[src/hdl/fse_pkg.sv]
package fse_pkg;

    // code table geometry
    localparam int TABLE_DEPTH = 256;
    localparam int ADDR_W      = 8;
    localparam int CODE_W      = 8;
    localparam int ALPHA_W     = 9;

    // output field widths
    localparam int VALUE_W  = 8;
    localparam int INDEX_W  = 16;
    localparam int SCOUNT_W = 32;

    // stream widths
    localparam int S_TDATA_W = 8;
    localparam int S_TUSER_W = 2;
    localparam int M_TDATA_W = 72;
    localparam int M_TUSER_W = 2;

    // characters of interest
    localparam logic [7:0] CH_GT  = 8'h3E;
    localparam logic [7:0] CH_US  = 8'h5F;
    localparam logic [7:0] CH_LF  = 8'h0A;
    localparam logic [7:0] CH_CR  = 8'h0D;
    localparam logic [7:0] CH_SP  = 8'h20;
    localparam logic [7:0] CH_TAB = 8'h09;
    localparam logic [7:0] CH_VT  = 8'h0B;
    localparam logic [7:0] CH_FF  = 8'h0C;
    localparam logic [7:0] CH_UA  = 8'h41;
    localparam logic [7:0] CH_UZ  = 8'h5A;
    localparam logic [7:0] CH_LA  = 8'h61;
    localparam logic [7:0] CH_LZ  = 8'h7A;
    localparam logic [7:0] CASE_OFFSET = 8'h20;

    // input action codes
    localparam logic [1:0] ACT_TEXT    = 2'd0;
    localparam logic [1:0] ACT_END     = 2'd1;
    localparam logic [1:0] ACT_PRELOAD = 2'd2;

    typedef enum logic [1:0] {
        PH_SEEK   = 2'd0,
        PH_HEADER = 2'd1,
        PH_BODY   = 2'd2,
        PH_HALT   = 2'd3
    } phase_t;

    typedef enum logic [1:0] {
        KIND_NAME = 2'd0,
        KIND_SYM  = 2'd1,
        KIND_END  = 2'd2,
        KIND_ERR  = 2'd3
    } kind_t;

    typedef struct packed {
        kind_t                kind;
        logic [VALUE_W-1:0]   value;
        logic [INDEX_W-1:0]   record_index;
        logic [SCOUNT_W-1:0]  symbol_count;
        logic                 kept;
        logic [ALPHA_W-1:0]   alphabet_size;
    } res_t;

    typedef struct packed {
        logic              en;
        logic [ADDR_W-1:0] addr;
        logic [CODE_W-1:0] code;
    } tbl_wr_t;

    // ascii lower case folded to upper case
    function automatic logic [7:0] upcase(input logic [7:0] b);
        logic [7:0] r;
        r = b;
        if (b >= CH_LA && b <= CH_LZ) begin
            r = b - CASE_OFFSET;
        end
        return r;
    endfunction

endpackage

[src/hdl/fse_ram.sv]
module fse_ram #(
    parameter int WIDTH = 8,
    parameter int DEPTH = 256
) (
    input  logic                     clk,
    input  logic                     we,
    input  logic [$clog2(DEPTH)-1:0] waddr,
    input  logic [WIDTH-1:0]         wdata,
    input  logic                     re,
    input  logic [$clog2(DEPTH)-1:0] raddr,
    output logic [WIDTH-1:0]         rdata
);

    logic [WIDTH-1:0] mem [DEPTH];
    logic [WIDTH-1:0] rdata_reg;

    // one write port, one registered read port
    always_ff @(posedge clk) begin
        if (we) begin
            mem[waddr] <= wdata;
        end
        if (re) begin
            rdata_reg <= mem[raddr];
        end
    end

    assign rdata = rdata_reg;

endmodule

[src/hdl/fse_step.sv]
module fse_step #(
    parameter int MIN_SYMBOLS  = 1,
    parameter int COUNT_WIDTH  = 32,
    parameter int RECORD_WIDTH = 16
) (
    input  logic                 clk,
    input  logic                 rstn,
    input  logic                 allow_new,
    input  logic                 item_valid,
    input  logic [1:0]           item_action,
    input  logic [7:0]           item_byte,
    input  logic [7:0]           lookup_code,
    input  logic                 commit,
    output logic                 has_result,
    output fse_pkg::res_t        res,
    output fse_pkg::tbl_wr_t     wr
);

    import fse_pkg::*;

    localparam int CMP_W = COUNT_WIDTH + 11;

    phase_t                  phase_reg, phase_next;
    logic [ALPHA_W-1:0]      assigned_reg, assigned_next;
    logic [COUNT_WIDTH-1:0]  count_reg, count_next, count_inc;
    logic [RECORD_WIDTH-1:0] kept_reg, kept_next;
    logic                    preloaded_reg, preloaded_next;
    logic [TABLE_DEPTH-1:0]  valid_reg, valid_next;

    logic [7:0]                  ub;
    logic                        keep;
    logic [COUNT_WIDTH+SCOUNT_W-1:0] cnt_now_wide, cnt_inc_wide;
    logic [RECORD_WIDTH+INDEX_W-1:0] rec_wide;

    // per byte helpers
    assign ub        = upcase(item_byte);
    assign count_inc = (count_reg == {COUNT_WIDTH{1'b1}}) ? count_reg
                                                          : count_reg + COUNT_WIDTH'(1);
    assign keep      = CMP_W'(count_reg) >= CMP_W'(MIN_SYMBOLS);

    // zero extend or truncate to the output field widths
    assign cnt_now_wide = {{SCOUNT_W{1'b0}}, count_reg};
    assign cnt_inc_wide = {{SCOUNT_W{1'b0}}, count_inc};
    assign rec_wide     = {{INDEX_W{1'b0}}, kept_reg};

    // one input item worth of work
    always_comb begin
        phase_next     = phase_reg;
        assigned_next  = assigned_reg;
        count_next     = count_reg;
        kept_next      = kept_reg;
        preloaded_next = preloaded_reg;
        valid_next     = valid_reg;
        has_result     = 1'b0;
        wr             = '0;
        res.kind          = KIND_NAME;
        res.value         = '0;
        res.record_index  = rec_wide[INDEX_W-1:0];
        res.symbol_count  = cnt_now_wide[SCOUNT_W-1:0];
        res.kept          = 1'b0;
        res.alphabet_size = assigned_reg;
        if (item_valid && phase_reg != PH_HALT) begin
            case (item_action)
                ACT_PRELOAD: begin
                    if (!assigned_reg[ALPHA_W-1]) begin
                        wr.en          = 1'b1;
                        wr.addr        = item_byte;
                        wr.code        = assigned_reg[CODE_W-1:0];
                        valid_next[item_byte] = 1'b1;
                        assigned_next  = assigned_reg + ALPHA_W'(1);
                        preloaded_next = 1'b1;
                    end
                end
                ACT_END: begin
                    if (phase_reg != PH_SEEK) begin
                        phase_next = PH_SEEK;
                        has_result = 1'b1;
                        res.kind   = KIND_END;
                        res.kept   = keep;
                        count_next = '0;
                        if (keep) begin
                            kept_next = kept_reg + RECORD_WIDTH'(1);
                        end
                    end
                end
                ACT_TEXT: begin
                    case (phase_reg)
                        PH_SEEK: begin
                            if (item_byte == CH_GT) begin
                                phase_next = PH_HEADER;
                                count_next = '0;
                            end
                        end
                        PH_HEADER: begin
                            if (item_byte == CH_LF || item_byte == CH_CR) begin
                                phase_next = PH_BODY;
                            end else begin
                                has_result = 1'b1;
                                res.kind   = KIND_NAME;
                                if (item_byte inside {CH_SP, CH_TAB, CH_VT, CH_FF}) begin
                                    res.value = CH_US;
                                end else begin
                                    res.value = item_byte;
                                end
                            end
                        end
                        PH_BODY: begin
                            if (item_byte == CH_GT) begin
                                // header of the next record closes this one
                                phase_next = PH_HEADER;
                                has_result = 1'b1;
                                res.kind   = KIND_END;
                                res.kept   = keep;
                                count_next = '0;
                                if (keep) begin
                                    kept_next = kept_reg + RECORD_WIDTH'(1);
                                end
                            end else if (ub >= CH_UA && ub <= CH_UZ) begin
                                has_result = 1'b1;
                                if (valid_reg[ub]) begin
                                    res.kind         = KIND_SYM;
                                    res.value        = lookup_code;
                                    count_next       = count_inc;
                                    res.symbol_count = cnt_inc_wide[SCOUNT_W-1:0];
                                end else if ((!allow_new && preloaded_reg)
                                             || assigned_reg[ALPHA_W-1]) begin
                                    phase_next = PH_HALT;
                                    res.kind   = KIND_ERR;
                                    res.value  = ub;
                                end else begin
                                    // unseen letter takes the next code
                                    wr.en             = 1'b1;
                                    wr.addr           = ub;
                                    wr.code           = assigned_reg[CODE_W-1:0];
                                    valid_next[ub]    = 1'b1;
                                    assigned_next     = assigned_reg + ALPHA_W'(1);
                                    res.kind          = KIND_SYM;
                                    res.value         = assigned_reg[CODE_W-1:0];
                                    res.alphabet_size = assigned_reg + ALPHA_W'(1);
                                    count_next        = count_inc;
                                    res.symbol_count  = cnt_inc_wide[SCOUNT_W-1:0];
                                end
                            end
                        end
                        default: begin
                            phase_next = phase_reg;
                        end
                    endcase
                end
                default: begin
                    phase_next = phase_reg;
                end
            endcase
        end
    end

    // state update when the item leaves the stage
    always_ff @(posedge clk) begin
        if (!rstn) begin
            phase_reg     <= PH_SEEK;
            assigned_reg  <= '0;
            count_reg     <= '0;
            kept_reg      <= '0;
            preloaded_reg <= 1'b0;
            valid_reg     <= '0;
        end else if (commit) begin
            phase_reg     <= phase_next;
            assigned_reg  <= assigned_next;
            count_reg     <= count_next;
            kept_reg      <= kept_next;
            preloaded_reg <= preloaded_next;
            valid_reg     <= valid_next;
        end
    end

endmodule

[src/hdl/fasta_symbol_encoder.sv]
// FASTA symbol encoder. Text bytes enter on the s_ stream one per transfer and
// leave as name bytes, symbol codes, end-of-record reports or one unknown-symbol
// error on the m_ stream; an item that makes no result produces no transfer.
// One item is taken every cycle while results are being taken. An item's result
// passes through the input stage and then the result register, which offers it.
// The rate is set by the code table: a 256 entry RAM read at the input transfer
// and written from the input stage, with a one-entry bypass for back to back
// bytes that hit the same letter. Assigned-entry flags sit in flip-flops that
// reset clears, so the block takes items as soon as reset is released.
// allow_new_symbols (cfg_data) resets to 1 and should be written only while
// the block is idle. After an error result the block ignores all input until
// reset.
module fasta_symbol_encoder #(
    parameter int MIN_SYMBOLS  = 1,
    parameter int COUNT_WIDTH  = 32,
    parameter int RECORD_WIDTH = 16
) (
    input  logic                            aclk,
    input  logic                            aresetn,
    // configuration: allow_new_symbols
    input  logic                            cfg_valid,
    output logic                            cfg_ready,
    input  logic                            cfg_data,
    // input stream
    input  logic                            s_tvalid,
    output logic                            s_tready,
    input  logic [fse_pkg::S_TDATA_W-1:0]   s_tdata,   // data_byte[7:0]
    input  logic [fse_pkg::S_TUSER_W-1:0]   s_tuser,   // action[1:0]
    // result stream
    output logic                            m_tvalid,
    input  logic                            m_tready,
    // value[7:0], record_index[23:8], symbol_count[55:24], kept[56],
    // alphabet_size[65:57], zero[71:66]
    output logic [fse_pkg::M_TDATA_W-1:0]   m_tdata,
    output logic [fse_pkg::M_TUSER_W-1:0]   m_tuser    // kind[1:0]
);

    import fse_pkg::*;

    logic              allow_reg;
    logic              in_valid_reg;
    logic [1:0]        in_action_reg;
    logic [7:0]        in_byte_reg;
    logic              byp_hit_reg;
    logic [CODE_W-1:0] byp_code_reg;
    logic              m_valid_reg;
    res_t              m_res_reg;

    logic              accept;
    logic              commit;
    logic              has_result;
    res_t              res;
    tbl_wr_t           wr;
    logic [CODE_W-1:0] ram_q;
    logic [CODE_W-1:0] lookup_code;
    logic [ADDR_W-1:0] rd_addr;

    // configuration register
    assign cfg_ready = 1'b1;

    always_ff @(posedge aclk) begin
        if (!aresetn) begin
            allow_reg <= 1'b1;
        end else if (cfg_valid && cfg_ready) begin
            allow_reg <= cfg_data;
        end
    end

    // handshake between the input stage and the result register
    assign commit   = in_valid_reg && (!has_result || !m_valid_reg || m_tready);
    assign s_tready = !in_valid_reg || commit;
    assign accept   = s_tvalid && s_tready;
    assign rd_addr  = upcase(s_tdata);

    // code table
    fse_ram #(
        .WIDTH (CODE_W),
        .DEPTH (TABLE_DEPTH)
    ) u_table (
        .clk   (aclk),
        .we    (wr.en && commit),
        .waddr (wr.addr),
        .wdata (wr.code),
        .re    (accept),
        .raddr (rd_addr),
        .rdata (ram_q)
    );

    assign lookup_code = byp_hit_reg ? byp_code_reg : ram_q;

    // input stage control
    always_ff @(posedge aclk) begin
        if (!aresetn) begin
            in_valid_reg <= 1'b0;
        end else if (accept) begin
            in_valid_reg <= 1'b1;
        end else if (commit) begin
            in_valid_reg <= 1'b0;
        end
    end

    // input stage payload and write bypass
    always_ff @(posedge aclk) begin
        if (accept) begin
            in_action_reg <= s_tuser;
            in_byte_reg   <= s_tdata;
            byp_hit_reg   <= wr.en && commit && (wr.addr == rd_addr);
            byp_code_reg  <= wr.code;
        end
    end

    fse_step #(
        .MIN_SYMBOLS  (MIN_SYMBOLS),
        .COUNT_WIDTH  (COUNT_WIDTH),
        .RECORD_WIDTH (RECORD_WIDTH)
    ) u_step (
        .clk         (aclk),
        .rstn        (aresetn),
        .allow_new   (allow_reg),
        .item_valid  (in_valid_reg),
        .item_action (in_action_reg),
        .item_byte   (in_byte_reg),
        .lookup_code (lookup_code),
        .commit      (commit),
        .has_result  (has_result),
        .res         (res),
        .wr          (wr)
    );

    // result register control
    always_ff @(posedge aclk) begin
        if (!aresetn) begin
            m_valid_reg <= 1'b0;
        end else if (commit && has_result) begin
            m_valid_reg <= 1'b1;
        end else if (m_tready) begin
            m_valid_reg <= 1'b0;
        end
    end

    // result register payload
    always_ff @(posedge aclk) begin
        if (commit && has_result) begin
            m_res_reg <= res;
        end
    end

    assign m_tvalid = m_valid_reg;
    assign m_tuser  = m_res_reg.kind;
    assign m_tdata  = {6'b0, m_res_reg.alphabet_size, m_res_reg.kept,
                       m_res_reg.symbol_count, m_res_reg.record_index, m_res_reg.value};

endmodule

[config.mk]
export PLATFORM = sky130hd
export DESIGN_NAME = fasta_symbol_encoder
export DESIGN_NICKNAME = d
export VERILOG_FILES = /design/src/hdl/fse_pkg.sv /design/src/hdl/fse_ram.sv /design/src/hdl/fse_step.sv /design/src/hdl/fasta_symbol_encoder.sv
export SDC_FILE = /design/constraint.sdc
export NUM_CORES = 2
export LEC_CHECK = 0
export BUFFER_PORTS_ARGS = -buffer_cell sky130_fd_sc_hd__clkbuf_2
export CORE_ASPECT_RATIO = 1.1
export CORE_MARGIN = 1.5
export CORE_UTILIZATION = 50
export DETAILED_ROUTE_END_ITERATION = 12
export HOLD_SLACK_MARGIN = 0.03
export PLACE_DENSITY_LB_ADDON = 0.2
export SLEW_MARGIN = 40
export SYNTH_ARGS = -nofsm -noshare
export SYNTH_HDL_FRONTEND = slang
export SYNTH_HIERARCHICAL = 1
export SYNTH_SLANG_ARGS = --single-unit
[constraint.sdc]
create_clock -name aclk -period 22.6 [get_ports aclk]
set_input_delay 2.26 -clock aclk [delete_from_list [all_inputs] [get_ports aclk]]
set_output_delay 2.26 -clock aclk [all_outputs]
set_load 0.01 [all_outputs]
==> metrics.txt <==
MaxCap Viol Count 0; most area-consuming cells after synthesis sky130_fd_sc_hd__edfxtp_1 (65%), sky130_fd_sc_hd__mux4_2 (11%), sky130_fd_sc_hd__dfxtp_1 (6.5%), sky130_fd_sc_hd__nor2_1 (3.0%), sky130_fd_sc_hd__mux2i_1 (1.7%); post-detailed-route via-to-cell ratio 6.27; cell type group with the largest total delay on the critical path simple AND/OR/NAND/NOR gates; residual DRC count 0; CTS root buffer sky130_fd_sc_hd__clkbuf_16; overall global routing resource usage 0.248; Top-Level Pins 93; count of nets after finishing 5844; final non-filler cell total 8590; pin count of the biggest net entering global routing 112; start point of the worst min-delay path u_step/kept_reg[15]$_SDFFE_PN0P_; number of cells traversed by the worst hold path 0; max incr delay on CP 0.66 ns; number of cells on the worst reg-to-reg path 15; routability-driven placement congestion ratio 0.861; H-tree levels 4; number of failing hold endpoints at the final stage 0; RSZ-0062 raised after global routing no; CP Data Required Time 23.09 ns; Worst Setup Path Type reg -> reg; mean cell area of the mapped netlist 17.1 µm²; critical-path cell list buf_4 -> buf_4 -> mux4_2 -> o22ai_1 -> nor3_1 -> o311a_1 -> a2111o_1 -> or2_1 -> a211oi_2 -> buf_4 -> and2_1 -> nor2b_1 -> nand3_1 -> buf_4 -> nor2_1; vias in the first global route 53009; Crit. path cell count 15; Clk Latency, worst-skew pair 0.88 ns; highest ir drop seen on vdd 0.0834 mV; Num CTS Buffers 234; worst-case clock buffer depth 3; Worst Setup End Kind flip-flop; Final setup viols 0; antenna violation net count after detailed routing 0; R2R Path End u_table/mem[114][3]$_DFFE_PP_; worst-case register-to-register setup slack 15.07 ns; count of unique library cells instantiated by Yosys 103; pin slew with the least headroom to its limit 0.968 ns; Ys Warns 6; Detailed Routing Iterations Pass 1 8; global-route wire length before repair 364000 µm; synthesis-to-finish area growth 11.1%; worst reg2reg startpoint in_byte_reg[0]$_DFFE_PP_; worst path arrival time 8.02 ns; area leader, netlist sky130_fd_sc_hd__edfxtp_1; static leakage 30.6 nW; core footprint 0.195 mm²; buffers and inverters on the worst path 4; accumulated negative setup slack 0 ns; initial DRC count 6171; grt total ovfl 0; Resized cells post-CTS 0; share of synthesized registers carrying an async set or reset 0; Fmax achieved 133 MHz; number of core rows 170; DR WL/cell 28.9 µm; shortest period the worst path allows 7.53 ns; # Post-CTS Setup Buffers 0; dominant cell type by count on the critical path sky130_fd_sc_hd__buf_4; post-synthesis register bit count 2462; max FFs per register 2048; CP Launch Type flip-flop; number of antenna violations at the first check in global routing 10; post-synthesis sequential area ratio 0.718; sink count of the clock tree 2462; placed wire-length estimate 153000 µm; cts-stage hold buffer count 0; end point of the worst hold path m_tdata[23]$_DFFE_PP_; most frequently used cell type in the post-synthesis netlist sky130_fd_sc_hd__edfxtp_1; die outline height 469 µm; die outline area 0.200 mm²; ranking of synthesized cells by instance count sky130_fd_sc_hd__edfxtp_1 (2143), sky130_fd_sc_hd__nor2_1 (790), sky130_fd_sc_hd__mux4_2 (499); crit-path max FO 39; result of the run completed; Max transition margin 0.350; primary flip-flop cell chosen by synthesis mapping sky130_fd_sc_hd__edfxtp_1; share of the synthesized area in the top cell type 0.653; standard cell with the maximum stage delay on the critical path sky130_fd_sc_hd__buf_4; Slew Limit Fails 0; setup clock skew after layout 0.0652 ns; synthesized cell area 0.0986 mm²; vias after detailed routing 53826; type of the tightest min-delay check reg -> reg; final period utilization 0.333; Port Buffer Count 85; Die X 426 µm; Pwr Density 83.1 mW/mm²; post-synthesis instance total 5753; starting density of the core 0.504; clock-pin slew on the worst setup and hold paths 0.06 ns; total wire length after detailed routing 248000 µm; fraction of layout instances using a drive strength above 1 0.216; placed cells 8152; TritonCTS clock tree built; number of synthesized flops with an enable pin 2143
[per-layer routing]
| layer | GRT usage | vias to the layer above | share of wire |
|---|---|---|---|
| li1 | - | 22928 | - |
| met1 | 0.352 | 28240 | 0.41 |
| met2 | 0.401 | 2296 | 0.48 |
| met3 | 0.0401 | 356 | 0.081 |
| met4 | 0.0699 | 6 | 0.026 |
| met5 | 0 | - | 0.00017 |
[where the power goes]
part / internal (mW) / leakage, nW / switching (mW)
sequential: 4.87 / 18.8 / 0.00870
combinational: 0.0970 / 8.08 / 0.216
clock: 2.22 / 3.72 / 1.69
total: 7.19 / 30.6 / 1.92
[final cells by class]
type                    instances  area, µm²
well taps                    2580       3230
repair buffers                211       1690
flip-flops and latches       2462      70700
multi-input cells            2875      26100
fillers                     14910      85900
clock inverters               136       1360
diodes                          4       10.0
clock buffers                 292       6270
inverters                      30        115
[worst max-delay path by stage]
stage | startpoint | end | slack (ns)
final | in_byte_reg[0]$_DFFE_PP_ | u_table/mem[114][3]$_DFFE_PP_ | 15.07
after global routing | in_byte_reg[0]$_DFFE_PP_ | u_table/mem[66][1]$_DFFE_PP_ | 14.90
after CTS | in_byte_reg[0]$_DFFE_PP_ | u_table/mem[177][3]$_DFFE_PP_ | 14.98
after detailed placement | s_tdata[0] | u_table/rdata[6]$_DFFE_PP_ | 14.18
after global placement | s_tdata[0] | u_table/rdata[6]$_DFFE_PP_ | 13.85
after floorplan | in_byte_reg[0]$_DFFE_PP_ | byp_code_reg[0]$_DFFE_PP_ | 11.66
[through the flow]
step | hold slack, ns | utilization | area [µm²] | setup slack, ns | total power, mW
after global placement | 0.441 | 0.517 | 101000 | 13.85 | 5.29
after CTS | 0.455 | 0.558 | 109000 | 14.98 | 9.16
after floorplan | 0.429 | - | 98600 | 11.66 | 5.19
final | 0.453 | 0.560 | 110000 | 15.07 | 9.10
after global routing | 0.475 | 0.560 | 110000 | 14.90 | 9.34
after detailed placement | 0.439 | 0.519 | 102000 | 14.18 | 5.29
[logic make-up after synthesis]
| family | synth area share |
|---|---|
| flip-flops | 0.718 |
| AND/OR/NAND/NOR | 0.0626 |
| AO/OA/AOI/OAI | 0.0534 |
| multiplexers | 0.136 |
| buffers and inverters | 0.0241 |
| XOR/XNOR | 0.00462 |
| adder cells (fa/ha/maj) | 0.00178 |
| other | 0.0000762 |
[layout by cell type (no fill, tap or decap), types with 21 or more instances in the layout]
cell type	synthesis	routed
sky130_fd_sc_hd__a22oi_1	153	153
sky130_fd_sc_hd__o221ai_1	48	48
sky130_fd_sc_hd__inv_1	28	28
sky130_fd_sc_hd__nor2b_1	47	40
sky130_fd_sc_hd__a21oi_1	147	145
sky130_fd_sc_hd__dfxtp_1	319	319
sky130_fd_sc_hd__buf_4	48	90
sky130_fd_sc_hd__mux2_2	23	23
sky130_fd_sc_hd__nor4_1	42	33
sky130_fd_sc_hd__nor3_1	61	56
sky130_fd_sc_hd__clkbuf_1	202	47
sky130_fd_sc_hd__mux2i_1	167	167
sky130_fd_sc_hd__nor2_1	790	657
sky130_fd_sc_hd__o21ai_0	44	43
sky130_fd_sc_hd__mux4_2	499	499
sky130_fd_sc_hd__edfxtp_1	2143	2143
sky130_fd_sc_hd__clkbuf_16	0	242
sky130_fd_sc_hd__nand3_1	97	88
sky130_fd_sc_hd__buf_6	30	21
sky130_fd_sc_hd__nand4_1	36	36
sky130_fd_sc_hd__nand2_1	169	162
sky130_fd_sc_hd__a22o_1	74	74
sky130_fd_sc_hd__clkinv_2	0	43
sky130_fd_sc_hd__xnor2_1	41	41
sky130_fd_sc_hd__o21a_1	65	65
sky130_fd_sc_hd__nor2_2	0	129
sky130_fd_sc_hd__o22ai_1	44	44
sky130_fd_sc_hd__bufinv_16	0	22
sky130_fd_sc_hd__clkinv_1	2	44
sky130_fd_sc_hd__clkbuf_2	1	80
sky130_fd_sc_hd__o211ai_1	22	22
Note: power is estimated with default switching activity, not from simulation.
